### config.mk
export PLATFORM = sky130hd
export DESIGN_NAME = general_purpose_timer_flat
export DESIGN_NICKNAME = d
export VERILOG_FILES = /design/src/sv/gpt_pkg.sv /design/src/sv/gpt_req_if.sv /design/src/sv/gpt_rsp_if.sv /design/src/sv/gpt_core.sv /design/src/sv/general_purpose_timer.sv /design/src/flat_wrapper.sv
export SDC_FILE = /design/constraint.sdc
export NUM_CORES = 1
export LEC_CHECK = 0
export CAP_MARGIN = 10
export CORE_ASPECT_RATIO = 1.25
export CORE_MARGIN = 2
export CORE_UTILIZATION = 55
export DETAILED_ROUTE_END_ITERATION = 7
export DONT_BUFFER_PORTS = 1
export PLACE_DENSITY = 0.68
export SYNTH_ARGS = -nofsm -noshare
export SYNTH_HDL_FRONTEND = slang
export SYNTH_SLANG_ARGS = --single-unit
### constraint.sdc
create_clock -name clk -period 3.1 [get_ports clk]
set_clock_uncertainty 0.05 [all_clocks]
set_input_delay 0.62 -clock clk [delete_from_list [all_inputs] [get_ports clk]]
set_output_delay 0.62 -clock clk [all_outputs]
set_load 0.05 [all_outputs]
### src/sv/gpt_pkg.sv
`default_nettype none

package gpt_pkg;

    typedef enum logic [1:0] {
        CMD_TICK    = 2'd0,
        CMD_READ    = 2'd1,
        CMD_WRITE   = 2'd2,
        CMD_CAPTURE = 2'd3
    } cmd_t;

    // register word indexes
    localparam logic [3:0] REG_CTRL     = 4'd0;
    localparam logic [3:0] REG_PRESCALE = 4'd1;
    localparam logic [3:0] REG_STATUS   = 4'd2;
    localparam logic [3:0] REG_IRQ_EN   = 4'd3;
    localparam logic [3:0] REG_CMP1     = 4'd4;
    localparam logic [3:0] REG_CMP2     = 4'd5;
    localparam logic [3:0] REG_CMP3     = 4'd6;
    localparam logic [3:0] REG_CAP1     = 4'd7;
    localparam logic [3:0] REG_CAP2     = 4'd8;
    localparam logic [3:0] REG_COUNT    = 4'd9;

    // control word fields
    localparam int CTRL_EN      = 0;
    localparam int CTRL_ENMOD   = 1;
    localparam int CTRL_SRC_LSB = 6;
    localparam int CTRL_FRR     = 9;
    localparam int CTRL_SWR     = 15;
    localparam int CTRL_IM_LSB  = 16;
    localparam int CTRL_OM_LSB  = 20;
    localparam int CTRL_FO1     = 29;
    localparam int CTRL_FO2     = 30;
    localparam int CTRL_FO3     = 31;
    // force-output and software reset bits are never stored
    localparam logic [31:0] CTRL_STORE_MASK = ~32'hE000_8000;

    localparam logic [2:0] SRC_OFF      = 3'd0;
    localparam logic [2:0] SRC_EXTERNAL = 3'd3;

    localparam logic [2:0] OM_NONE   = 3'd0;
    localparam logic [2:0] OM_TOGGLE = 3'd1;
    localparam logic [2:0] OM_SET    = 3'd3;

    // status bits
    localparam int ST_CMP1 = 0;
    localparam int ST_CAP1 = 3;
    localparam int ST_ROLL = 5;
    localparam int ST_W    = 6;

    typedef struct packed {
        cmd_t        cmd;
        logic [3:0]  reg_index;
        logic [31:0] write_data;
        logic        capture_channel;
        logic        capture_level;
    } item_t;

    typedef struct packed {
        logic [31:0] read_data;
        logic        irq;
        logic [2:0]  pins;
    } result_t;

    function automatic logic [2:0] out_mode(input logic [31:0] ctrl, input int ch);
        return ctrl[CTRL_OM_LSB + 3 * ch +: 3];
    endfunction

    // low pulse modes act as clear
    function automatic logic drive_pin(input logic level, input logic [2:0] mode);
        logic r;
        case (mode)
            OM_NONE:   r = level;
            OM_TOGGLE: r = ~level;
            OM_SET:    r = 1'b1;
            default:   r = 1'b0;
        endcase
        return r;
    endfunction

endpackage

`default_nettype wire

### src/sv/gpt_req_if.sv
`default_nettype none

interface gpt_req_if;
    logic        valid;
    logic        ready;
    logic [1:0]  cmd;
    logic [3:0]  reg_index;
    logic [31:0] write_data;
    logic        capture_channel;
    logic        capture_level;

    modport source (output valid, cmd, reg_index, write_data, capture_channel,
                    capture_level, input ready);
    modport sink   (input valid, cmd, reg_index, write_data, capture_channel,
                    capture_level, output ready);
endinterface

`default_nettype wire

### src/sv/gpt_rsp_if.sv
`default_nettype none

interface gpt_rsp_if;
    logic        valid;
    logic        ready;
    logic [31:0] read_data;
    logic        irq;
    logic        compare_pin1;
    logic        compare_pin2;
    logic        compare_pin3;

    modport source (output valid, read_data, irq, compare_pin1, compare_pin2,
                    compare_pin3, input ready);
    modport sink   (input valid, read_data, irq, compare_pin1, compare_pin2,
                    compare_pin3, output ready);
endinterface

`default_nettype wire

### src/sv/gpt_core.sv
`default_nettype none

module gpt_core #(
    parameter int PRESCALE_WRAP = 4096
) (
    input  wire logic             clk,
    input  wire logic             rst_n,
    input  wire logic             item_valid,
    input  wire gpt_pkg::item_t   item,
    output gpt_pkg::result_t      result
);

    localparam int PCW = $clog2(PRESCALE_WRAP + 1);

    logic [31:0]            main_count_reg,  main_count_next;
    logic [PCW-1:0]         pre_count_reg,   pre_count_next;
    logic [31:0]            ctrl_reg,        ctrl_next;
    logic [31:0]            pre_limit_reg,   pre_limit_next;
    logic [gpt_pkg::ST_W-1:0] status_reg,    status_next;
    logic [31:0]            irq_en_reg,      irq_en_next;
    logic [31:0]            cmp_reg [3];
    logic [31:0]            cmp_next [3];
    logic [31:0]            cap_reg [2];
    logic [31:0]            cap_next [2];
    logic [2:0]             pin_reg,         pin_next;
    logic                   irq_reg,         irq_next;
    logic [31:0]            rd;

    always_comb
    begin
        logic [2:0]  src;
        logic [1:0]  im;
        logic        hit;
        logic [31:0] c;
        logic [31:0] d;

        main_count_next = main_count_reg;
        pre_count_next  = pre_count_reg;
        ctrl_next       = ctrl_reg;
        pre_limit_next  = pre_limit_reg;
        status_next     = status_reg;
        irq_en_next     = irq_en_reg;
        cmp_next        = cmp_reg;
        cap_next        = cap_reg;
        pin_next        = pin_reg;
        irq_next        = irq_reg;
        rd              = '0;

        src = ctrl_reg[gpt_pkg::CTRL_SRC_LSB +: 3];
        c   = main_count_reg;
        d   = item.write_data;
        im  = item.capture_channel ? ctrl_reg[gpt_pkg::CTRL_IM_LSB + 2 +: 2]
                                   : ctrl_reg[gpt_pkg::CTRL_IM_LSB +: 2];
        hit = item.capture_level ? im[1] : im[0];

        case (item.cmd)
            gpt_pkg::CMD_TICK:
            begin
                if (ctrl_reg[gpt_pkg::CTRL_EN] && src != gpt_pkg::SRC_OFF
                    && src != gpt_pkg::SRC_EXTERNAL)
                begin
                    if ({{(32-PCW){1'b0}}, pre_count_reg} == pre_limit_reg)
                    begin
                        pre_count_next = '0;
                        if (c == '1)
                        begin
                            status_next[gpt_pkg::ST_ROLL] = 1'b1;
                        end
                        // compare 1 wins over 2, 2 over 3
                        if (c == cmp_reg[0])
                        begin
                            status_next[gpt_pkg::ST_CMP1] = 1'b1;
                            pin_next[0] = gpt_pkg::drive_pin(pin_reg[0],
                                              gpt_pkg::out_mode(ctrl_reg, 0));
                        end
                        else if (c == cmp_reg[1])
                        begin
                            status_next[gpt_pkg::ST_CMP1 + 1] = 1'b1;
                            pin_next[1] = gpt_pkg::drive_pin(pin_reg[1],
                                              gpt_pkg::out_mode(ctrl_reg, 1));
                        end
                        else if (c == cmp_reg[2])
                        begin
                            status_next[gpt_pkg::ST_CMP1 + 2] = 1'b1;
                            pin_next[2] = gpt_pkg::drive_pin(pin_reg[2],
                                              gpt_pkg::out_mode(ctrl_reg, 2));
                        end
                        if (!ctrl_reg[gpt_pkg::CTRL_FRR] && c == cmp_reg[0])
                        begin
                            main_count_next = '0;
                        end
                        else
                        begin
                            main_count_next = c + 32'd1;
                        end
                        irq_next = |(irq_en_reg & {{(32-gpt_pkg::ST_W){1'b0}}, status_next});
                    end
                    else if (pre_count_reg >= PCW'(PRESCALE_WRAP))
                    begin
                        pre_count_next = '0;
                    end
                    else
                    begin
                        pre_count_next = pre_count_reg + 1'b1;
                    end
                end
            end
            gpt_pkg::CMD_READ:
            begin
                unique case (item.reg_index)
                    gpt_pkg::REG_CTRL:     rd = ctrl_reg;
                    gpt_pkg::REG_PRESCALE: rd = pre_limit_reg;
                    gpt_pkg::REG_STATUS:   rd = {{(32-gpt_pkg::ST_W){1'b0}}, status_reg};
                    gpt_pkg::REG_IRQ_EN:   rd = irq_en_reg;
                    gpt_pkg::REG_CMP1:     rd = cmp_reg[0];
                    gpt_pkg::REG_CMP2:     rd = cmp_reg[1];
                    gpt_pkg::REG_CMP3:     rd = cmp_reg[2];
                    gpt_pkg::REG_CAP1:     rd = cap_reg[0];
                    gpt_pkg::REG_CAP2:     rd = cap_reg[1];
                    gpt_pkg::REG_COUNT:    rd = main_count_reg;
                    default:               rd = '0;
                endcase
            end
            gpt_pkg::CMD_WRITE:
            begin
                unique case (item.reg_index)
                    gpt_pkg::REG_CTRL:
                    begin
                        // forced outputs use the old modes
                        if (d[gpt_pkg::CTRL_FO3])
                            pin_next[2] = gpt_pkg::drive_pin(pin_reg[2],
                                              gpt_pkg::out_mode(ctrl_reg, 2));
                        if (d[gpt_pkg::CTRL_FO2])
                            pin_next[1] = gpt_pkg::drive_pin(pin_reg[1],
                                              gpt_pkg::out_mode(ctrl_reg, 1));
                        if (d[gpt_pkg::CTRL_FO1])
                            pin_next[0] = gpt_pkg::drive_pin(pin_reg[0],
                                              gpt_pkg::out_mode(ctrl_reg, 0));
                        if (!ctrl_reg[gpt_pkg::CTRL_EN] && d[gpt_pkg::CTRL_EN]
                            && d[gpt_pkg::CTRL_ENMOD])
                        begin
                            main_count_next = '0;
                            pre_count_next  = '0;
                        end
                        ctrl_next = d & gpt_pkg::CTRL_STORE_MASK;
                        if (d[gpt_pkg::CTRL_SWR])
                        begin
                            main_count_next = '0;
                            pre_count_next  = '0;
                            ctrl_next       = '0;
                            pre_limit_next  = '0;
                            status_next     = '0;
                            irq_en_next     = '0;
                            cmp_next        = '{default: '0};
                            cap_next        = '{default: '0};
                            pin_next        = '0;
                            irq_next        = 1'b0;
                        end
                    end
                    gpt_pkg::REG_PRESCALE:
                    begin
                        pre_limit_next = d;
                        pre_count_next = '0;
                    end
                    gpt_pkg::REG_STATUS:   status_next = status_reg & ~d[gpt_pkg::ST_W-1:0];
                    gpt_pkg::REG_IRQ_EN:   irq_en_next = d;
                    gpt_pkg::REG_CMP1:
                    begin
                        if (!ctrl_reg[gpt_pkg::CTRL_FRR])
                            main_count_next = '0;
                        cmp_next[0] = d;
                    end
                    gpt_pkg::REG_CMP2:     cmp_next[1] = d;
                    gpt_pkg::REG_CMP3:     cmp_next[2] = d;
                    default:               ;
                endcase
            end
            default:
            begin
                if (hit)
                begin
                    if (item.capture_channel)
                    begin
                        cap_next[1] = main_count_reg;
                        status_next[gpt_pkg::ST_CAP1 + 1] = 1'b1;
                    end
                    else
                    begin
                        cap_next[0] = main_count_reg;
                        status_next[gpt_pkg::ST_CAP1] = 1'b1;
                    end
                end
            end
        endcase
    end

    always_ff @(posedge clk or negedge rst_n)
    begin
        if (!rst_n)
        begin
            main_count_reg <= '0;
            pre_count_reg  <= '0;
            ctrl_reg       <= '0;
            pre_limit_reg  <= '0;
            status_reg     <= '0;
            irq_en_reg     <= '0;
            cmp_reg        <= '{default: '0};
            cap_reg        <= '{default: '0};
            pin_reg        <= '0;
            irq_reg        <= 1'b0;
        end
        else if (item_valid)
        begin
            main_count_reg <= main_count_next;
            pre_count_reg  <= pre_count_next;
            ctrl_reg       <= ctrl_next;
            pre_limit_reg  <= pre_limit_next;
            status_reg     <= status_next;
            irq_en_reg     <= irq_en_next;
            cmp_reg        <= cmp_next;
            cap_reg        <= cap_next;
            pin_reg        <= pin_next;
            irq_reg        <= irq_next;
        end
    end

    assign result.read_data = rd;
    assign result.irq       = irq_next;
    assign result.pins      = pin_next;

endmodule

`default_nettype wire

### src/sv/general_purpose_timer.sv
// A word taken into the input register goes through the state update into the
// result register and out on rsp. Throughput: one word per cycle while rsp is
// ready; ticks, accesses and edges all take one pass through the state update.
// A stalled result is held while one more word waits in the input register.
// Reset (rst_n, async, active low) zeroes all timer state, pins and irq.
`default_nettype none

module general_purpose_timer #(
    parameter int PRESCALE_WRAP = 4096
) (
    input  wire logic  clk,
    input  wire logic  rst_n,
    gpt_req_if.sink    req,
    gpt_rsp_if.source  rsp
);

    logic               req_valid_reg;
    gpt_pkg::item_t     item_reg;
    logic               rsp_valid_reg;
    gpt_pkg::result_t   result_reg;
    gpt_pkg::result_t   result_next;
    logic               advance;

    assign advance   = req_valid_reg && (!rsp_valid_reg || rsp.ready);
    assign req.ready = !req_valid_reg || advance;

    always_ff @(posedge clk or negedge rst_n)
    begin
        if (!rst_n)
        begin
            req_valid_reg <= 1'b0;
        end
        else if (req.valid && req.ready)
        begin
            req_valid_reg <= 1'b1;
        end
        else if (advance)
        begin
            req_valid_reg <= 1'b0;
        end
    end

    always_ff @(posedge clk)
    begin
        if (req.valid && req.ready)
        begin
            item_reg.cmd             <= gpt_pkg::cmd_t'(req.cmd);
            item_reg.reg_index       <= req.reg_index;
            item_reg.write_data      <= req.write_data;
            item_reg.capture_channel <= req.capture_channel;
            item_reg.capture_level   <= req.capture_level;
        end
    end

    gpt_core #(
        .PRESCALE_WRAP (PRESCALE_WRAP)
    ) u_core (
        .clk        (clk),
        .rst_n      (rst_n),
        .item_valid (advance),
        .item       (item_reg),
        .result     (result_next)
    );

    always_ff @(posedge clk or negedge rst_n)
    begin
        if (!rst_n)
        begin
            rsp_valid_reg <= 1'b0;
            result_reg    <= '0;
        end
        else if (advance)
        begin
            rsp_valid_reg <= 1'b1;
            result_reg    <= result_next;
        end
        else if (rsp.ready)
        begin
            rsp_valid_reg <= 1'b0;
        end
    end

    assign rsp.valid        = rsp_valid_reg;
    assign rsp.read_data    = result_reg.read_data;
    assign rsp.irq          = result_reg.irq;
    assign rsp.compare_pin1 = result_reg.pins[0];
    assign rsp.compare_pin2 = result_reg.pins[1];
    assign rsp.compare_pin3 = result_reg.pins[2];

`ifndef SYNTH
    // a held word in the input register blocks new words
    a_hold_blocks: assert property (@(posedge clk) disable iff (!rst_n)
        (req_valid_reg && !advance) |-> !req.ready)
        else $error("input register overrun");

    // only reads return data
    a_rd_zero: assert property (@(posedge clk) disable iff (!rst_n)
        (advance && item_reg.cmd != gpt_pkg::CMD_READ) |=> (rsp.read_data == 32'd0))
        else $error("read_data nonzero for a non-read word");

    // reads never move irq or pins
    a_read_quiet: assert property (@(posedge clk) disable iff (!rst_n)
        (advance && item_reg.cmd == gpt_pkg::CMD_READ) |=>
        (rsp.irq == $past(rsp.irq) && rsp.compare_pin1 == $past(rsp.compare_pin1)
         && rsp.compare_pin2 == $past(rsp.compare_pin2)
         && rsp.compare_pin3 == $past(rsp.compare_pin3)))
        else $error("read changed irq or pins");
`endif

endmodule

`default_nettype wire

### src/flat_wrapper.sv
// flat-port wrapper written by rule: the top's interface ports become plain ports
module general_purpose_timer_flat 
#(
    parameter int PRESCALE_WRAP = 4096
)
  (clk, rst_n, req_valid, req_cmd, req_reg_index, req_write_data, req_capture_channel, req_capture_level, req_ready, rsp_valid, rsp_read_data, rsp_irq, rsp_compare_pin1, rsp_compare_pin2, rsp_compare_pin3, rsp_ready);
  gpt_req_if req_i ();
  gpt_rsp_if rsp_i ();
  input  wire logic clk;
  input  wire logic rst_n;
  input wire logic [$bits(req_i.valid)-1:0] req_valid;
  input wire logic [$bits(req_i.cmd)-1:0] req_cmd;
  input wire logic [$bits(req_i.reg_index)-1:0] req_reg_index;
  input wire logic [$bits(req_i.write_data)-1:0] req_write_data;
  input wire logic [$bits(req_i.capture_channel)-1:0] req_capture_channel;
  input wire logic [$bits(req_i.capture_level)-1:0] req_capture_level;
  output wire logic [$bits(req_i.ready)-1:0] req_ready;
  output wire logic [$bits(rsp_i.valid)-1:0] rsp_valid;
  output wire logic [$bits(rsp_i.read_data)-1:0] rsp_read_data;
  output wire logic [$bits(rsp_i.irq)-1:0] rsp_irq;
  output wire logic [$bits(rsp_i.compare_pin1)-1:0] rsp_compare_pin1;
  output wire logic [$bits(rsp_i.compare_pin2)-1:0] rsp_compare_pin2;
  output wire logic [$bits(rsp_i.compare_pin3)-1:0] rsp_compare_pin3;
  input wire logic [$bits(rsp_i.ready)-1:0] rsp_ready;
  assign req_i.valid = req_valid;
  assign req_i.cmd = req_cmd;
  assign req_i.reg_index = req_reg_index;
  assign req_i.write_data = req_write_data;
  assign req_i.capture_channel = req_capture_channel;
  assign req_i.capture_level = req_capture_level;
  assign req_ready = req_i.ready;
  assign rsp_valid = rsp_i.valid;
  assign rsp_read_data = rsp_i.read_data;
  assign rsp_irq = rsp_i.irq;
  assign rsp_compare_pin1 = rsp_i.compare_pin1;
  assign rsp_compare_pin2 = rsp_i.compare_pin2;
  assign rsp_compare_pin3 = rsp_i.compare_pin3;
  assign rsp_i.ready = rsp_ready;
  general_purpose_timer #(.PRESCALE_WRAP(PRESCALE_WRAP)) u_core (.clk(clk), .rst_n(rst_n), .req(req_i), .rsp(rsp_i));
endmodule
==> flow_metrics.py, run 1 <==
metrics = {
    "setup_path": {
        "r2r_cells": 8,
        "crit_fanout": 7,
        "crit_type": "reg2reg",
        "required_ns": 3.49,
        "end_kind": "flip-flop",
        "rr_startpoint": "u_core.u_core.main_count_reg[18]",
        "start_kind": "flip-flop",
        "rrSetupSlack_ns": 0.16,
        "r2r-end": "u_core.rsp.irq",
        "arrival_ns": 3.33,
    },
    "grt": {
        "grt_max_degree": 342,
        "grtUsageTotal_pct": 38.58,
        "grt_pass1_vias": 14470,
        "overflow": 0,
        "antenna_found_initial": 4,
        "grt_first_pass_wirelength_um": 94560,
    },
    "sta": {
        "hold_ws_ns": -0.2801,
        "fin_crit_sh_pct": 94.94,
        "setup_viol": 0,
        "hold_viol_final": 341,
        "rsz0062_at_grt": "no",
        "tns_ns": 0,
        "worstMarginPinSlew_ns": 1.218,
        "slew_violations": 0,
        "slew_headroom_pct": 18.69,
        "fin_crit_ns": 2.943,
        "fmax_mhz": 339.8,
    },
    "floorplanning": {
        "die_x_um": 164.5,
        "die_h_um": 204.6,
        "coreArea_um2": 31790,
        "ios": 82,
        "placementRows": 73,
        "dieArea_um2": 33650,
        "initial_core_util_pct": 55.70,
    },
    "pwr": {
        "vdd_drop_max_mv": 0.5926,
        "seq_power_share_pct": 48.8,
        "power.switching_w": 0.003454,
        "intPower_w": 0.009019,
        "switching_share_pct": 27.69,
        "power_density_nw_per_um2": 631.6,
        "p_leak_nw": 8.648,
        "combPwrFrac_pct": 11.7,
        "pwr-share-clk_pct": 39.5,
        "power.total_w": 0.01247,
    },
    "placed_design": {
        "gp_congestion": 1.036,
        "dp_hpwl_um": 43850,
        "numPortBuffers": 0,
    },
    "synthesis": {
        "synth.largest_area_cell": "dfrtp_1",
        "async_reset_ff_share_pct": 89.50,
        "synth.distinct_cells": 63,
        "synth_common_cells": "341 x dfrtp_1, 207 x a22o_1, 167 x nand2_1",
        "synth_top_cell_area_share_pct": 48.20,
        "synth_edf_count": 40,
        "synth_area_leaders": "dfrtp_1 48%, a22o_1 10%, edfxtp_1 6.8%",
        "netlist_instances": 1636,
        "synth_nets": 1683,
        "yosysWarnings": 0,
        "synth_ff_type": "dfrtp_1",
        "synth_area_um2": 17700,
        "synth.avg_cell_area_um2": 10.82,
        "yosys.cell_count.top_type": "dfrtp_1",
        "yosysSeqAreaShare_pct": 54.99,
        "synth_seq_cells": 381,
    },
    "clock_tree": {
        "insertion_delay_ns": 0.56,
        "clk_pin_slew_worst_paths_ns": 0.06,
        "cts_root_buffer": "clkbuf_16",
        "tritoncts": "done",
        "clk_path_buf_depth": 3,
        "clock-sinks": 381,
        "htreeDepth": 2,
        "numCtsBuffers": 40,
    },
    "final_layout": {
        "syn_to_final_growth_pct": 11.54,
        "final_nets": 1668,
        "largest_reg_flops": 96,
        "final_layout_size_suffix_gt1_share_pct": 10.92,
    },
    "drt": {
        "ant_nets": 0,
        "wirelength_um": 63830,
        "avgRoutedWirePerCell_um": 30.95,
        "via_count": 14420,
        "dr.pass1.iters": 6,
        "via_per_inst": 6.991,
        "first_iter_violations": 1764,
        "drc": 0,
    },
    "status": {
        "status": "finished with violations",
        "violations": "hold timing",
    },
    "worst_hold_path": {
        "min_path_type": "in2async",
    },
    "run": {
        "cap_violations": 0,
    },
}
==> worst max-delay path by stage <==
stage / endpoint / cells past startpoint / slack [ns] / from
6_report: u_core.rsp.irq / 8 / 0.16 / u_core.u_core.main_count_reg[18]
4_1_cts: u_core.u_core.main_count_reg[31] / 7 / 0.27 / u_core.u_core.main_count_reg[11]
2_1_floorplan: u_core.item_reg[0] / 2 / 0.48 / u_core.rsp.valid
5_1_grt: u_core.u_core.main_count_reg[26] / 8 / 0.04 / u_core.u_core.main_count_reg[11]
3_3_place_gp: u_core.u_core.ctrl_reg[2] / 5 / 0.30 / rsp_ready
3_5_place_dp: u_core.u_core.ctrl_reg[21] / 5 / 0.27 / rsp_ready
==> what timing repair did <==
| action | CTS | global route |
|---|---|---|
| setup buffers | 0 | 0 |
| setup endpoints to repair | 0 | 0 |
| gates resized for setup | 0 | 0 |
| endpoints found under the hold margin | 341 | 341 |
==> worst max-delay path, cell delays in order, from the launching register on <==
cell and delay [ns]:
dfrtp_1 0.50, buf_4 0.22, xor2_1 0.25, nor4_1 0.48, nand4_1 0.25, nor2_1 0.28
nor3b_1 0.14, a221o_1 0.36, a211o_1 0.30
==> metal layers <==
layer  GRT usage, %  vias up  part of all wire, %
met2          63.02      867                   48
li1               -     6082                    -
met5              0        -                0.034
met4          19.32        4                  6.0
met3          7.674      235                  8.5
met1          48.97     7228                   38
==> power groups by stage <==
stage | clock, W | combinational (W) | sequential (W)
final | 0.00493 | 0.00146 | 0.00609
after global routing | 0.00517 | 0.00156 | 0.00611
after CTS | 0.00495 | 0.00143 | 0.00606
after detailed placement | 0 | 0.00142 | 0.00614
after global placement | 0 | 0.00140 | 0.00614
after floorplan | 0 | 0.00101 | 0.00587
==> cell families (layout without fill, tap and decap cells) <==
| group | count (synthesis) | count (layout) | share of synthesized area, % |
|---|---|---|---|
| XOR/XNOR | 115 | 115 | 5.689 |
| AO/OA/AOI/OAI | 538 | 538 | 22.50 |
| buffers and inverters | 158 | 171 | 3.682 |
| AND/OR/NAND/NOR | 427 | 427 | 12.11 |
| flip-flops | 381 | 381 | 54.99 |
| adder cells (fa/ha/maj) | 3 | 3 | 0.2121 |
| other | 0 | 1 | 0 |
| multiplexers | 14 | 14 | 0.8199 |
==> per-stage QoR <==
stage / setup slack (ns) / std cells / cell area [um^2] / util [%]
2_1_floorplan: 0.4806 / 1636 / 17700 / -
3_3_place_gp: 0.2992 / 1991 / 18420 / 57.95
3_5_place_dp: 0.2746 / 1991 / 18420 / 57.95
4_1_cts: 0.2728 / 2061 / 19740 / 62.12
5_1_grt: 0.04351 / 2061 / 19740 / 62.12
6_report: 0.1568 / 2062 / 19750 / 62.12
==> area by class of cell <==
class                           instances  area [um^2]
Inverter                               17        63.81
Clock inverter                         16        190.2
Tap cell                              412        515.5
Fill cell                            2626        12040
Sequential cell                       381         9734
Clock buffer                           54         1135
Multi-Input combinational cell       1097         7400
Antenna cell                            1        2.502
Timing Repair Buffer                   84        705.7
==> placed cells by master (no fill, tap or decap), types with 9 or more instances in the layout <==
cell       netlist  final
a222oi_1        18     18
buf_4            5     78
and3_1          16     16
dfrtp_1        341    341
a22oi_1         76     76
a21oi_1         21     21
nor3_1          19     14
a221oi_1        30     30
edfxtp_1        40     40
nand2_1        167    166
nor2_1          61     52
nor2b_1          9      9
nor4_1          22     19
o31ai_1         12     11
clkbuf_16        0     41
nor2_2           1     10
inv_1           17     17
mux2i_1         10     10
nand4_1         37     37
a22o_1         207    207
xnor2_1         73     73
nand3_1         37     37
nand2b_1        15     15
xor2_1          42     42
o21ai_0        130    130
o21ai_1         12     12
Power figures use the tool's default switching activity.
==> run 2: changes to the inputs <==
- CORE_UTILIZATION: 55 -> 64
- PLACE_DENSITY: 0.68 -> 0.78
==> flow_metrics.py, run 2 (synthesis gave the netlist of run 1 again) <==
metrics = {
    "status": {
        "status": "finished with violations",
        "violations": "DRC, hold timing",
    },
    "clock_tree": {
        "numCtsBuffers": 37,
        "postCtsSetupBuffers": 0,
        "clk_pin_slew_worst_paths_ns": 0.07,
        "clock-sinks": 381,
        "insertion_delay_ns": 0.55,
        "cts.repair.resized": 0,
        "tritoncts": "done",
        "htreeDepth": 2,
        "cts_root_buffer": "clkbuf_16",
        "clk_path_buf_depth": 3,
    },
    "floorplanning": {
        "initial_core_util_pct": 64.62,
        "die_x_um": 152.8,
        "placementRows": 68,
        "coreArea_um2": 27400,
        "die_h_um": 190.0,
        "dieArea_um2": 29020,
        "ios": 82,
    },
    "final_layout": {
        "final_cell_mix": "341 x dfrtp_1, 207 x a22o_1, 166 x nand2_1",
        "num-fill-cells": 1921,
        "multi_input_area_um2": 7400,
        "largest_reg_flops": 96,
        "layout_commonest_cell": "dfrtp_1",
        "final-seq-area_um2": 9734,
        "finish.utilization_pct": 72.11,
        "final_nets": 1674,
        "final_layout_size_suffix_gt1_share_pct": 11.19,
        "syn_to_final_growth_pct": 11.60,
    },
    "grt": {
        "antenna_found_initial": 2,
        "grtUsageTotal_pct": 43.86,
        "grt_pass1_vias": 14490,
        "grt_max_degree": 342,
        "overflow": 0,
        "grt_first_pass_wirelength_um": 94050,
    },
    "sta": {
        "fmax_mhz": 346.3,
        "worst_slack_ns": 0.2125,
        "slew_violations": 0,
        "hold_viol_final": 341,
        "worstMarginPinSlew_ns": 1.226,
        "rsz0062_at_grt": "no",
        "hold_ws_ns": -0.2634,
        "slew_headroom_pct": 18.17,
        "setup_viol": 0,
        "fin_crit_ns": 2.888,
        "fin_crit_sh_pct": 93.15,
        "tns_ns": 0,
    },
    "setup_path": {
        "critPathMaxStageDelay_ns": 0.87,
        "start_kind": "flip-flop",
        "rrSetupSlack_ns": 0.21,
        "r2r-end": "u_core.rsp.read_data[21]",
        "end_kind": "flip-flop",
        "slowest_stage": "nor2_2",
        "required_ns": 3.52,
        "arrival_ns": 3.31,
        "r2r_cells": 7,
        "crit_chain": "nand2b_1 -> nor2_2 -> buf_4 -> a222oi_1 -> nand3_1 -> a221oi_1 -> o21ai_0",
        "crit_type": "reg2reg",
        "rr_startpoint": "u_core.item_reg[37]",
        "crit_fanout": 13,
    },
    "drt": {
        "avgRoutedWirePerCell_um": 31.76,
        "dr.pass1.iters": 8,
        "first_iter_violations": 2128,
        "wirelength_um": 63680,
        "via_per_inst": 7.434,
        "drc": 9,
        "ant_nets": 0,
        "via_count": 14910,
    },
    "placed_design": {
        "dp_hpwl_um": 43280,
        "gp_congestion": 1.065,
        "numPortBuffers": 0,
        "place_ws_ns": 0.2202,
    },
    "pwr": {
        "vdd_drop_max_mv": 0.4931,
        "p_leak_nw": 8.698,
        "seq_power_share_pct": 48.2,
        "combPwrFrac_pct": 11.9,
        "power.switching_w": 0.003390,
        "power_density_nw_per_um2": 637.7,
        "pwr-share-clk_pct": 39.9,
        "intPower_w": 0.009209,
        "switching_share_pct": 26.91,
        "power.total_w": 0.01260,
    },
    "run": {
        "cap_violations": 0,
    },
    "worst_hold_path": {
        "min_path_type": "in2async",
    },
}
## run 2: cell count changes in the layout (fill, tap and decap cells not counted)
cell,previous run,this run
inv_6,3,2
clkinvlp_4,1,0
diode_2,1,2
clkbuf_1,7,5
clkinv_1,3,4
bufinv_16,4,10
clkbuf_8,6,2
buf_4,78,86
clkbuf_16,41,37
buf_12,6,7
## run 2: worst max-delay path by stage
stage / cells past startpoint / from / endpoint / slack [ns]
2_1_floorplan: 2 / u_core.rsp.valid / u_core.item_reg[0] / 0.48
4_1_cts: 8 / u_core.u_core.main_count_reg[5] / u_core.u_core.main_count_reg[30] / 0.19
3_3_place_gp: 8 / u_core.u_core.main_count_reg[5] / u_core.u_core.main_count_reg[24] / 0.19
6_report: 7 / u_core.item_reg[37] / u_core.rsp.read_data[21] / 0.21
5_1_grt: 8 / u_core.u_core.main_count_reg[5] / u_core.u_core.main_count_reg[22] / 0.02
3_5_place_dp: 8 / u_core.u_core.main_count_reg[5] / u_core.u_core.main_count_reg[26] / 0.22
## run 2: cell type report
type	count	area share, %
tap	350	2.217
sequential	381	49.27
inverter	17	0.3230
timing repair buffer	93	3.977
antenna	2	0.02533
clock buffer	44	4.921
multi-input combinational	1097	37.45
clock inverter	21	1.811
## run 2: per-layer routing
metal	track usage, %	routed length [um]
met1	54.74	22310
met2	68.68	29000
met3	9.658	6820
met4	30.41	5550
met5	0	0
## run 2: critical path: cells and delay by family (launching register included)
family	cells	cell delay, ns
AO/OA/AOI/OAI	3	0.38
buffers and inverters	1	0.39
flip-flops	1	0.59
AND/OR/NAND/NOR	3	1.37
## run 2: power groups by stage
stage               sequential (W)  combinational [W]  clock (W)
floorplan                  0.00587            0.00101          0
global placement           0.00611            0.00143          0
detailed placement         0.00611            0.00146          0
CTS                        0.00603            0.00147    0.00504
global route               0.00609            0.00160    0.00522
finish                     0.00607            0.00150    0.00503
## run 2: metrics by stage
stage / instance area (um^2) / cells
global placement: 18420 / 1938
CTS: 19750 / 2003
finish: 19760 / 2005
floorplan: 17700 / 1636
global route: 19760 / 2005
detailed placement: 18420 / 1938
==> run 3: changes to the inputs <==
- ABC_CLOCK_PERIOD_IN_PS: default -> 3590
- CORE_UTILIZATION: 64 -> 65
- PLACE_DENSITY: 0.78 -> 0.79
- clock period: 3.1 -> 3.59 ns (I/O delays scaled with it)
==> flow_metrics.py, run 3 (synthesis gave the netlist of run 1 again) <==
metrics = {
    "setup_path": {
        "crit_family": "compound AO/OA/AOI/OAI gates",
        "path_buf_inv": 1,
        "slowest_stage": "a22oi_1",
        "arrival_ns": 3.82,
        "critPathMaxStageDelay_ns": 0.80,
        "crit_chain": "nand2b_1 -> nor2_2 -> buf_4 -> a22oi_1 -> nand3_1 -> a221oi_1 -> o21ai_0",
        "crit_type": "reg2reg",
        "start_kind": "flip-flop",
        "end_kind": "flip-flop",
        "rrSetupSlack_ns": 0.12,
        "r2r-end": "u_core.rsp.read_data[16]",
        "required_ns": 3.95,
        "r2r_cells": 7,
        "rr_startpoint": "u_core.item_reg[37]",
        "crit_fanout": 18,
    },
    "floorplanning": {
        "dieArea_um2": 28580,
        "initial_core_util_pct": 65.99,
        "die_x_um": 151.6,
        "ios": 82,
        "coreArea_um2": 26830,
        "die_h_um": 188.5,
        "placementRows": 67,
    },
    "placed_design": {
        "dp_cells": 1918,
        "gp_congestion": 1.100,
        "numPortBuffers": 0,
        "postPlaceCellArea_um2": 18230,
        "dp_hpwl_um": 44040,
    },
    "drt": {
        "avgRoutedWirePerCell_um": 32.87,
        "via_count": 15010,
        "via_per_inst": 7.539,
        "dr.pass1.iters": 6,
        "wirelength_um": 65450,
        "ant_nets": 0,
        "drc": 0,
        "first_iter_violations": 2193,
    },
    "run": {
        "cap_violations": 0,
    },
    "sta": {
        "slew_headroom_pct": 15.34,
        "fmax_mhz": 288.4,
        "hold_viol_final": 133,
        "tns_ns": 0,
        "worstMarginPinSlew_ns": 1.270,
        "setup_viol": 0,
        "slew_violations": 0,
        "hold_ws_ns": -0.1754,
        "fin_crit_ns": 3.467,
        "fin_crit_sh_pct": 96.59,
        "rsz0062_at_grt": "no",
    },
    "grt": {
        "grt_max_degree": 342,
        "overflow": 0,
        "grtUsageTotal_pct": 46.77,
        "grt_pass1_vias": 14680,
        "grt_first_pass_wirelength_um": 96320,
        "antenna_found_initial": 2,
    },
    "final_layout": {
        "final_cell_mix": "341 x dfrtp_1, 207 x a22o_1, 166 x nand2_1",
        "num-fill-cells": 1860,
        "fin_cells": 1991,
        "syn_to_final_growth_pct": 10.38,
        "fin_area_um2": 19540,
        "final_nets": 1661,
        "layout_commonest_cell": "dfrtp_1",
        "final-seq-area_um2": 9734,
        "final_layout_size_suffix_gt1_share_pct": 10.47,
        "multi_input_area_um2": 7400,
        "largest_reg_flops": 96,
    },
    "clock_tree": {
        "postCtsSetupBuffers": 0,
        "htreeDepth": 2,
        "clk_path_buf_depth": 3,
        "clk_pin_slew_worst_paths_ns": 0.07,
        "insertion_delay_ns": 0.54,
        "cts_root_buffer": "clkbuf_16",
        "cts.repair.resized": 0,
        "tritoncts": "done",
        "numCtsBuffers": 39,
        "clock-sinks": 381,
    },
    "status": {
        "status": "finished with violations",
        "violations": "hold timing",
    },
    "pwr": {
        "power.total_w": 0.01066,
        "vdd_drop_max_mv": 0.4761,
        "power_density_nw_per_um2": 545.4,
        "p_leak_nw": 8.585,
    },
    "worst_hold_path": {
        "min_path_type": "in2async",
    },
}
==> run 3: per-stage QoR <==
stage                     hold slack, ns  util, %  setup slack, ns
final                            -0.1754    72.84           0.1225
after global placement            0.3789    67.95           0.6060
after global routing             -0.1819    72.82           0.1736
after floorplan                   0.3724        -           0.9111
after detailed placement          0.3807    67.95           0.6450
after CTS                        -0.1730    72.81           0.6357
==> run 3: layout make-up <==
type,instances,share of cell area [%]
Clock inverter,13,0.8196
Inverter,17,0.3266
Antenna cell,3,0.03842
Multi-Input combinational cell,1097,37.87
Sequential cell,381,49.82
Tap cell,345,2.209
Timing Repair Buffer,78,3.061
Clock buffer,57,5.859
==> run 3: power by group <==
group | switching (W) | leakage (nW) | internal [W]
combinational | 0.000689 | 2.94 | 0.000557
sequential | 0.000560 | 5.02 | 0.00471
clock | 0.00170 | 0.632 | 0.00244
total | 0.00295 | 8.59 | 0.00771
==> run 3: worst max path at each step <==
stage,from,end,slack [ns],cells past startpoint
floorplan,rsp_ready,u_core.item_reg[0],0.91,2
global placement,u_core.item_reg[37],u_core.rsp.read_data[18],0.61,7
detailed placement,u_core.item_reg[37],u_core.rsp.read_data[18],0.64,7
CTS,u_core.item_reg[37],u_core.rsp.read_data[10],0.64,7
global route,u_core.item_reg[37],u_core.rsp.read_data[16],0.17,7
finish,u_core.item_reg[37],u_core.rsp.read_data[16],0.12,7
==> run 3: metal layers <==
layer,share of wire (%),track usage [%]
met5,0,0
met2,46,71.25
met4,8.3,30.56
met1,34,57.72
met3,12,14.14
